$ cat config.mk
export PLATFORM = sky130hd
export DESIGN_NAME = mil_spatial_pooling
export DESIGN_NICKNAME = d
export VERILOG_FILES = /design/src/hdl/msp_pkg.sv /design/src/hdl/mil_spatial_pooling.sv /design/src/hdl/msp_in_reg.sv /design/src/hdl/msp_pool_core.sv /design/src/hdl/msp_out_reg.sv
export SDC_FILE = /design/constraint.sdc
export NUM_CORES = 1
export LEC_CHECK = 0
export BUFFER_PORTS_ARGS = -buffer_cell sky130_fd_sc_hd__clkbuf_2
export CAP_MARGIN = 20
export CORE_UTILIZATION = 55
export CTS_BUF_LIST = sky130_fd_sc_hd__clkbuf_2 sky130_fd_sc_hd__clkbuf_4 sky130_fd_sc_hd__clkbuf_8
export DETAILED_ROUTE_END_ITERATION = 8
export PLACE_DENSITY = 0.72
export SYNTH_ARGS = -nofsm -noshare
export SYNTH_HDL_FRONTEND = slang
export SYNTH_SLANG_ARGS = --single-unit
$ cat constraint.sdc
create_clock -name clk_i -period 14.69 [get_ports clk_i]
set_input_delay 4.407 -clock clk_i [delete_from_list [all_inputs] [get_ports clk_i]]
set_output_delay 4.407 -clock clk_i [all_outputs]
set_load 0.05 [all_outputs]
$ cat src/hdl/msp_pkg.sv
// shared types and constants for the spatial pooling block
`default_nettype none
package msp_pkg;

  localparam int unsigned FRAC_BITS   = 16;
  localparam int unsigned VAL_W       = FRAC_BITS + 1;
  localparam int unsigned POS_W       = 12;
  localparam int unsigned MODE_W      = 2;
  localparam int unsigned IN_TDATA_W  = ((VAL_W + 7) / 8) * 8;
  localparam int unsigned OUT_TDATA_W = ((VAL_W + POS_W + 1 + 7) / 8) * 8;

  localparam logic [VAL_W-1:0] ONE_FX = VAL_W'(1) << FRAC_BITS;

  localparam logic [MODE_W-1:0] MODE_MAX    = 2'd0;
  localparam logic [MODE_W-1:0] MODE_NOR    = 2'd1;
  localparam logic [MODE_W-1:0] MODE_MAXNOR = 2'd2;

  typedef struct packed {
    logic [VAL_W-1:0] prob;
    logic             last;
  } item_t;

  typedef struct packed {
    logic             overrun;
    logic [POS_W-1:0] position;
    logic [VAL_W-1:0] pooled;
  } result_t;

endpackage
`default_nettype wire

$ cat src/hdl/mil_spatial_pooling.sv
// result path: the map's closing item passes through the input register and then the result register
// throughput: one item per cycle while no closing item is held; the state update is one 17x17 multiply and one compare
// a closing item waits in the input register only while the result register is full and not being read
// reset: asynchronous active low; clears pool_mode to max, the map state and both valids
`default_nettype none
module mil_spatial_pooling #(
  parameter int unsigned MAX_POSITIONS = 4096
) (
  input  wire logic                              clk_i,
  input  wire logic                              rst_ni,
  input  wire logic                              pool_mode_we_i,
  input  wire logic [msp_pkg::MODE_W-1:0]        pool_mode_i,
  input  wire logic                              s_axis_tvalid_i,
  output logic                                   s_axis_tready_o,
  // [16:0] prob_in, rest zero
  input  wire logic [msp_pkg::IN_TDATA_W-1:0]    s_axis_tdata_i,
  input  wire logic                              s_axis_tlast_i,
  output logic                                   m_axis_tvalid_o,
  input  wire logic                              m_axis_tready_i,
  // [16:0] pooled_value, [28:17] best_position, [29] overrun, rest zero
  output logic [msp_pkg::OUT_TDATA_W-1:0]        m_axis_tdata_o
);

  logic [msp_pkg::MODE_W-1:0] mode_q;
  logic                       in_valid;
  msp_pkg::item_t             in_item;
  msp_pkg::result_t           result;
  logic                       out_free;
  logic                       adv;
  logic                       load;

  always_ff @(posedge clk_i or negedge rst_ni) begin
    if (!rst_ni) begin
      mode_q <= msp_pkg::MODE_MAX;
    end else if (pool_mode_we_i) begin
      mode_q <= pool_mode_i;
    end
  end

  // a closing item moves on only when the result register can take it
  assign adv  = in_valid && (!in_item.last || out_free);
  assign load = adv && in_item.last;

  msp_in_reg u_in (
    .clk_i          (clk_i),
    .rst_ni         (rst_ni),
    .s_axis_tvalid_i(s_axis_tvalid_i),
    .s_axis_tdata_i (s_axis_tdata_i),
    .s_axis_tlast_i (s_axis_tlast_i),
    .s_axis_tready_o(s_axis_tready_o),
    .adv_i          (adv),
    .valid_o        (in_valid),
    .item_o         (in_item)
  );

  msp_pool_core #(
    .MAX_POSITIONS(MAX_POSITIONS)
  ) u_core (
    .clk_i   (clk_i),
    .rst_ni  (rst_ni),
    .adv_i   (adv),
    .item_i  (in_item),
    .mode_i  (mode_q),
    .result_o(result)
  );

  msp_out_reg u_out (
    .clk_i          (clk_i),
    .rst_ni         (rst_ni),
    .load_i         (load),
    .result_i       (result),
    .m_axis_tvalid_o(m_axis_tvalid_o),
    .m_axis_tready_i(m_axis_tready_i),
    .m_axis_tdata_o (m_axis_tdata_o),
    .free_o         (out_free)
  );

  a_result_from_close: assert property (@(posedge clk_i) disable iff (!rst_ni)
    $rose(m_axis_tvalid_o) |-> $past(load))
    else $error("result appeared without a closing item");

  a_pooled_range: assert property (@(posedge clk_i) disable iff (!rst_ni)
    m_axis_tvalid_o |-> (m_axis_tdata_o[msp_pkg::VAL_W-1:0] <= msp_pkg::ONE_FX))
    else $error("pooled value above one");

  a_held_item_kept: assert property (@(posedge clk_i) disable iff (!rst_ni)
    (in_valid && !adv) |=> in_valid)
    else $error("stalled input item dropped");

endmodule
`default_nettype wire

$ cat src/hdl/msp_in_reg.sv
// input register with saturation of the probability to one
`default_nettype none
module msp_in_reg (
  input  wire logic                              clk_i,
  input  wire logic                              rst_ni,
  input  wire logic                              s_axis_tvalid_i,
  input  wire logic [msp_pkg::IN_TDATA_W-1:0]    s_axis_tdata_i,
  input  wire logic                              s_axis_tlast_i,
  output logic                                   s_axis_tready_o,
  input  wire logic                              adv_i,
  output logic                                   valid_o,
  output msp_pkg::item_t                         item_o
);

  logic                          valid_q, valid_d;
  msp_pkg::item_t                item_q, item_d;
  logic [msp_pkg::VAL_W-1:0]     prob_raw;
  logic                          take;

  assign prob_raw        = s_axis_tdata_i[msp_pkg::VAL_W-1:0];
  assign s_axis_tready_o = !valid_q || adv_i;
  assign take            = s_axis_tvalid_i && s_axis_tready_o;

  always_comb begin
    item_d.prob = (prob_raw > msp_pkg::ONE_FX) ? msp_pkg::ONE_FX : prob_raw;
    item_d.last = s_axis_tlast_i;
    if (take) begin
      valid_d = 1'b1;
    end else if (adv_i) begin
      valid_d = 1'b0;
    end else begin
      valid_d = valid_q;
    end
  end

  always_ff @(posedge clk_i or negedge rst_ni) begin
    if (!rst_ni) begin
      valid_q <= 1'b0;
    end else begin
      valid_q <= valid_d;
    end
  end

  always_ff @(posedge clk_i) begin
    if (take) begin
      item_q <= item_d;
    end
  end

  assign valid_o = valid_q;
  assign item_o  = item_q;

endmodule
`default_nettype wire

$ cat src/hdl/msp_pool_core.sv
// map state: running product, first maximum, position counter, result forming
`default_nettype none
module msp_pool_core #(
  parameter int unsigned MAX_POSITIONS = 4096
) (
  input  wire logic                          clk_i,
  input  wire logic                          rst_ni,
  input  wire logic                          adv_i,
  input  wire msp_pkg::item_t                item_i,
  input  wire logic [msp_pkg::MODE_W-1:0]    mode_i,
  output msp_pkg::result_t                   result_o
);

  localparam int unsigned CW = $clog2(MAX_POSITIONS + 1);
  localparam int unsigned VW = msp_pkg::VAL_W;

  logic [VW-1:0]             prod_q, prod_d, prod_new;
  logic [VW-1:0]             best_q, best_d, best_new;
  logic [msp_pkg::POS_W-1:0] idx_q, idx_d, idx_new;
  logic [CW-1:0]             cnt_q, cnt_d, cnt_new;
  logic                      have_q, have_d;
  logic                      ovr_q, ovr_d, ovr_new;
  logic                      in_range;
  logic [CW-1:0]             pos;
  logic [VW-1:0]             one_minus;
  logic [2*VW-1:0]           mul;
  logic [VW-1:0]             noisy;
  logic                      take_max;

  always_comb begin
    in_range  = cnt_q < CW'(MAX_POSITIONS);
    pos       = in_range ? cnt_q : CW'(MAX_POSITIONS - 1);
    cnt_new   = in_range ? cnt_q + CW'(1) : cnt_q;
    ovr_new   = ovr_q || !in_range;

    one_minus = msp_pkg::ONE_FX - item_i.prob;
    mul       = prod_q * one_minus;
    // product stays at or below one, so the upper bits after the shift are zero
    prod_new  = mul[msp_pkg::FRAC_BITS +: VW];

    // ties keep the earlier position
    take_max  = !have_q || (item_i.prob > best_q);
    best_new  = take_max ? item_i.prob : best_q;
    idx_new   = take_max ? msp_pkg::POS_W'(pos) : idx_q;

    noisy     = msp_pkg::ONE_FX - prod_new;
    unique case (mode_i)
      msp_pkg::MODE_MAX: result_o.pooled = best_new;
      msp_pkg::MODE_NOR: result_o.pooled = noisy;
      default:           result_o.pooled = (noisy > best_new) ? noisy : best_new;
    endcase
    result_o.position = idx_new;
    result_o.overrun  = ovr_new;

    prod_d = prod_q;
    best_d = best_q;
    idx_d  = idx_q;
    cnt_d  = cnt_q;
    have_d = have_q;
    ovr_d  = ovr_q;
    if (adv_i) begin
      if (item_i.last) begin
        prod_d = msp_pkg::ONE_FX;
        best_d = '0;
        idx_d  = '0;
        cnt_d  = '0;
        have_d = 1'b0;
        ovr_d  = 1'b0;
      end else begin
        prod_d = prod_new;
        best_d = best_new;
        idx_d  = idx_new;
        cnt_d  = cnt_new;
        have_d = 1'b1;
        ovr_d  = ovr_new;
      end
    end
  end

  always_ff @(posedge clk_i or negedge rst_ni) begin
    if (!rst_ni) begin
      prod_q <= msp_pkg::ONE_FX;
      best_q <= '0;
      idx_q  <= '0;
      cnt_q  <= '0;
      have_q <= 1'b0;
      ovr_q  <= 1'b0;
    end else begin
      prod_q <= prod_d;
      best_q <= best_d;
      idx_q  <= idx_d;
      cnt_q  <= cnt_d;
      have_q <= have_d;
      ovr_q  <= ovr_d;
    end
  end

endmodule
`default_nettype wire

$ cat src/hdl/msp_out_reg.sv
// result register toward the master side
`default_nettype none
module msp_out_reg (
  input  wire logic                              clk_i,
  input  wire logic                              rst_ni,
  input  wire logic                              load_i,
  input  wire msp_pkg::result_t                  result_i,
  output logic                                   m_axis_tvalid_o,
  input  wire logic                              m_axis_tready_i,
  output logic [msp_pkg::OUT_TDATA_W-1:0]        m_axis_tdata_o,
  output logic                                   free_o
);

  logic             valid_q, valid_d;
  msp_pkg::result_t data_q;

  assign free_o = !valid_q || m_axis_tready_i;

  always_comb begin
    if (load_i) begin
      valid_d = 1'b1;
    end else if (m_axis_tready_i) begin
      valid_d = 1'b0;
    end else begin
      valid_d = valid_q;
    end
  end

  always_ff @(posedge clk_i or negedge rst_ni) begin
    if (!rst_ni) begin
      valid_q <= 1'b0;
    end else begin
      valid_q <= valid_d;
    end
  end

  always_ff @(posedge clk_i) begin
    if (load_i) begin
      data_q <= result_i;
    end
  end

  assign m_axis_tvalid_o = valid_q;
  assign m_axis_tdata_o  = msp_pkg::OUT_TDATA_W'(data_q);

endmodule
`default_nettype wire
==> impl_metrics.ini, run 1 <==
[detailed_routing]
post-route-drc-count = 0
routedWlPerCell_um = 16.70
antenna_left = 0
drt-initial-drc-count = 640
routed_via_density = 5.565
wirelength_mm = 36.33
vias = 12103
drt_pass1_iterations = 5

[critical_path]
cp.arrival_ns = 11.93
cp-end-kind = flip-flop
worstPathMaxFanout = 30
critPathMostFrequentCell = fa_1
path_class = reg2reg
required_ns = 14.88
cp-start-kind = flip-flop
cpPeakStageDelay_ns = 0.70
cpMaxStageDelayCell = edfxtp_1

[timing]
fmax_mhz = 85.16
setup_viol = 0
period_share_pct = 79.93
hold_viol_final = 0
final.setup_skew_ns = 0.01493
rsz0062_at_grt = false
period_minus_slack_ns = 11.74
worst_slew_pin_slew_ns = 1.158
slew_violations = 0
max_slew_margin_pct = 22.76
hold_ws_ns = 0.4842
tns_ns = 0

[synthesis]
yosysWarnings = 0
synth_top_cell_by_area = fa_1
synth_edf_count = 48
syn_area_sq_mm = 0.01579
yosysSeqAreaShare_pct = 19.44
ys_async_sr_fraction_pct = 57.52
ys_types = 76
synth.area.top_cells = fa_1 (28%), ha_1 (11%), dfrtp_1 (10%)
synth_top_area_share_pct = 28.02
synth-seq-cells = 113
avgSynthCellArea_sq_um = 8.952
syn_inst = 1764
ys.flop_type = dfrtp_1

[die]
num_rows = 61
io_pins = 66
start_util_pct = 56.38
die_x_um = 171.4
fp.dieH_um = 171.4
dieArea_sq_mm = 0.02939
core_area_sq_mm = 0.02801

[cts]
ctsHoldBuffers = 0
cts-buffers-inserted = 17
root_buffer = clkbuf_8
cts_setup_buffers = 0
clock_latency_ns = 0.44
post_cts_resize_count = 0
cts.path.max_buffers = 2
h-tree-depth = 4
clk_pin_slew_ns = 0.08
cts_sinks = 113
cts_tree = yes

[cells_and_area]
fin_nets = 2176
final_cell_mix = inv_1 (338), nand2_1 (248), fa_1 (221)
layout_commonest_cell = inv_1
drive_above_1_share_pct = 7.513
fin_area_sq_mm = 0.01691
insertedDiodeCount = 0
area_delta_synth_final_pct = 7.068

[placement]
place_congestion = 0.9084
placed_area_sq_mm = 0.01646
dp.final_hpwl_mm = 28.39
io_buffers = 56

[global_routing]
grt_use_met1_pct = 36.00
grt_usage_pct = 26.97
grt_pass1_vias = 12461
grt_util_met2_pct = 45.43
grt_use_met3_pct = 3.382
grt_max_degree = 66
grt-busiest-layer = met2
antenna_found_initial = 0
grt_pass1_wl_mm = 61.65
globalRouteOverflowTotal = 0

[flow_run]
maxCapViolations = 0

[run_status]
run_status = completed

[worst_hold_path]
hp-class = reg2reg
[path summary, 6_finish.rpt]
kind	start	to	slack (ns)	cells after the start
max	u_in.item_o[1]$_SDFFCE_PN0P_	u_out.m_axis_tdata_o[15]$_DFFE_PP_	2.95	35
min	u_core.idx_q[6]$_DFFE_PN0P_	u_core.idx_q[6]$_DFFE_PN0P_	0.48	2
max reg2reg	u_in.item_o[1]$_SDFFCE_PN0P_	u_out.m_axis_tdata_o[15]$_DFFE_PP_	2.95	35
min reg2reg	u_core.idx_q[6]$_DFFE_PN0P_	u_core.idx_q[6]$_DFFE_PN0P_	0.48	2
max in group asynchronous	rst_ni	u_core.best_q[0]$_DFFE_PN0P_	9.97	2
min in group asynchronous	rst_ni	u_core.idx_q[10]$_DFFE_PN0P_	4.16	2
[critical path: cells and delay by family, from the launching register on]
kind	cells	cell delay [ns]
XOR/XNOR	1	0.14
AND/OR/NAND/NOR	12	3.10
multiplexers	1	0.44
AO/OA/AOI/OAI	7	2.40
flip-flops	1	0.70
adder cells (fa/ha/maj)	9	3.81
buffers and inverters	5	0.88
[area by class of cell]
cell class	count	area, sq um
Inverter	338	1269
Fill cell	2446	11100
Multi-Input combinational cell	1239	11230
Tap cell	378	473.0
Clock buffer	18	241.5
Sequential cell	113	3069
Clock inverter	14	205.2
Timing Repair Buffer	75	422.9
[synthesized netlist by cell type, types with 3 or more instances]
cell type,count
inv_1,338
nand2_1,249
fa_1,221
ha_1,139
and2_1,114
nor2_1,73
dfrtp_1,64
clkbuf_1,62
a21oi_1,58
edfxtp_1,48
nor3_1,37
o21ai_0,34
xnor2_1,31
a211oi_1,22
a21o_1,20
nor2b_1,20
xor2_1,19
nand4_1,17
o22ai_1,17
o31ai_1,17
nand3_1,16
o21a_1,10
and3_1,9
buf_1,9
a22o_1,8
mux2i_1,8
nor4_1,8
a211o_1,6
a221oi_1,6
nand2b_1,6
or3_1,6
o211ai_1,5
mux2_2,4
nor3b_1,4
a2111oi_0,3
a21boi_0,3
nor4b_1,3
o21bai_1,3
or2_2,3
[layer usage]
layer	routed length [um]	part of all wire, %
met5	0	0
met3	2196	6.0
met1	15630	43
met2	17550	48
met4	956	2.6
[stage by stage]
stage	worst slack, ns	utilization, %	std cells
5_1_grt	2.359	60.36	2175
3_3_place_gp	3.161	58.77	2143
3_5_place_dp	3.067	58.77	2143
6_report	2.948	60.36	2175
2_1_floorplan	4.311	-	1765
4_1_cts	2.956	60.36	2175
[cell families after synthesis]
| group | synth area share [%] |
|---|---|
| muxes | 0.7923 |
| AOI/OAI and AO/OA | 10.07 |
| xor gates and xnor gates | 2.876 |
| adders and majority gates | 39.03 |
| other | 0.02375 |
| buffers and inverters | 9.880 |
| DFF | 19.44 |
| and+or+nand+nor | 17.89 |
[flip-flops by register name, summed over array words and instances, names as in the netlist]
name,count
u_core.ovr_q,1
u_core.idx_q,12
u_in.valid_o,1
u_core.have_q,1
u_core.prod_q,17
u_out.m_axis_tvalid_o,1
u_in.item_o,18
mode_q,2
u_out.m_axis_tdata_o,30
u_core.cnt_q,13
u_core.best_q,17
Power of run 1 is not shown: default switching activity piles up to over one toggle a cycle in this logic, so the estimate is an artifact.
==> inputs of run 2 (changes only) <==
==> constraint.sdc (replaced) <==
create_clock -name clk_i -period 11.95 [get_ports clk_i]
set_input_delay 3.585 -clock clk_i [delete_from_list [all_inputs] [get_ports clk_i]]
set_output_delay 3.585 -clock clk_i [all_outputs]
set_load 0.05 [all_outputs]
==> run 2 against run 1 <==
Clock-buffer cell count up 1; design area down 0.42%; cell count about the same; critical path type unchanged; critical path depth down 1; routed wire length about the same; hold slack better by 0.00099 ns; die area unchanged; fmax up 4.5%; flip-flop and latch count unchanged; worst setup slack worse by 2.2 ns; first-iteration DRC count up 6.6%.
==> impl_metrics.ini, run 2 (synthesis results as in run 1) <==
[global_routing]
grt_pass1_vias = 12507
globalRouteOverflowTotal = 0
grt_usage_pct = 26.66
grt_max_degree = 66
antenna_found_initial = 0
grt_pass1_wl_mm = 61.54

[cells_and_area]
ff_latch_area_sq_mm = 0.003069
largest_reg_flops = 30
area_delta_synth_final_pct = 6.616
insertedDiodeCount = 0
multi_input_area_sq_mm = 0.01121
fin_nets = 2178
final_util_pct = 60.11
drive_above_1_share_pct = 7.504
largest-register = u_out.m_axis_tdata_o
layout_commonest_cell = inv_1
final_cell_mix = inv_1 (338), nand2_1 (248), fa_1 (221)
fillers = 2431

[detailed_routing]
vias = 12070
post-route-drc-count = 0
drt-initial-drc-count = 682
antenna_left = 0
wirelength_mm = 36.33
routedWlPerCell_um = 16.69
routed_via_density = 5.544
drt_pass1_iterations = 6

[cts]
post_cts_resize_count = 0
clock_latency_ns = 0.44
ctsHoldBuffers = 0
clk_pin_slew_ns = 0.08
cts_setup_buffers = 0
cts_sinks = 113
cts-buffers-inserted = 17
root_buffer = clkbuf_8
h-tree-depth = 4
cts_tree = yes
cts.path.max_buffers = 2

[placement]
dp_slack_ns = 0.9503
place_congestion = 0.9101
dp.final_hpwl_mm = 28.63
io_buffers = 56

[critical_path]
required_ns = 12.20
cpPeakStageDelay_ns = 0.60
critPathMostFrequentCell = fa_1
cp-start-kind = flip-flop
cp.arrival_ns = 11.48
worstPathMaxFanout = 24
cpMaxStageDelayCell = or4b_1
cp-end-kind = flip-flop
path_class = reg2reg

[timing]
rsz0062_at_grt = false
max_slew_margin_pct = 30.52
hold_ws_ns = 0.4852
fin_ws_ns = 0.7146
fmax_mhz = 89.00
final.setup_skew_ns = 0.01200
tns_ns = 0
period_minus_slack_ns = 11.24
hold_viol_final = 0
setup_viol = 0
worst_slew_pin_slew_ns = 1.037
slew_violations = 0
period_share_pct = 94.02

[die]
io_pins = 66
core_area_sq_mm = 0.02801
start_util_pct = 56.38
die_x_um = 171.4
num_rows = 61
dieArea_sq_mm = 0.02939
fp.dieH_um = 171.4

[run_status]
run_status = completed

[flow_run]
maxCapViolations = 0

[worst_hold_path]
hp-class = reg2reg
[run 2: cell types whose count changed in the layout (fill, tap and decap cells not counted), moves of 2 or more]
| cell | previous run | this run |
|---|---|---|
| bufinv_16 | 4 | 0 |
| xor2_1 | 17 | 19 |
| xor2_2 | 2 | 0 |
| inv_6 | 2 | 5 |
| clkinv_4 | 5 | 3 |
| inv_4 | 0 | 2 |
[run 2: layer usage]
metal  vias up  global-route usage, %  routed length [um]
li1       5691                      -                   -
met1      6006                  35.67               16120
met2       321                  45.89               18050
met3        52                  3.014                1601
met4         0                  7.143                 555
met5         -                      0                   0
[run 2: worst paths after layout]
| path | start | to | slack [ns] | cells past startpoint |
|---|---|---|---|---|
| worst max-delay path | u_in.item_o[2]$_SDFFCE_PN0P_ | u_out.m_axis_tdata_o[12]$_DFFE_PP_ | 0.71 | 34 |
| worst min-delay path | u_core.idx_q[2]$_DFFE_PN0P_ | u_core.idx_q[2]$_DFFE_PN0P_ | 0.49 | 2 |
| worst max register to register | u_in.item_o[2]$_SDFFCE_PN0P_ | u_out.m_axis_tdata_o[12]$_DFFE_PP_ | 0.71 | 34 |
| worst min register to register | u_core.idx_q[2]$_DFFE_PN0P_ | u_core.idx_q[2]$_DFFE_PN0P_ | 0.49 | 2 |
| max in group asynchronous | rst_ni | u_core.prod_q[0]$_DFFE_PN0P_ | 8.04 | 2 |
| min in group asynchronous | rst_ni | u_core.idx_q[8]$_DFFE_PN0P_ | 3.34 | 2 |
[run 2: critical path, delay by kind of cell, from the launching register on]
kind,cells,cell delay [ns]
AOI/OAI and AO/OA,6,2.16
adders and majority gates,9,3.79
muxes,2,0.76
DFF,1,0.45
xor gates and xnor gates,1,0.16
buffers and inverters,5,0.77
and+or+nand+nor,11,2.93
[run 2: through the flow]
stage	area [sq um]	std cells
final	16840	2177
after global routing	16840	2177
after CTS	16840	2177
after detailed placement	16480	2145
after global placement	16450	2144
after floorplan	15800	1765
[run 2: layout make-up]
cell class                      instances  share of cell area (%)
Timing Repair Buffer                   77                   2.720
Clock buffer                           19                   1.516
Sequential cell                       113                   18.23
Clock inverter                         13                  0.5945
Tap cell                              378                   2.809
Multi-Input combinational cell       1239                   66.59
Inverter                              338                   7.536
Power of run 2 is left out for the same reason.
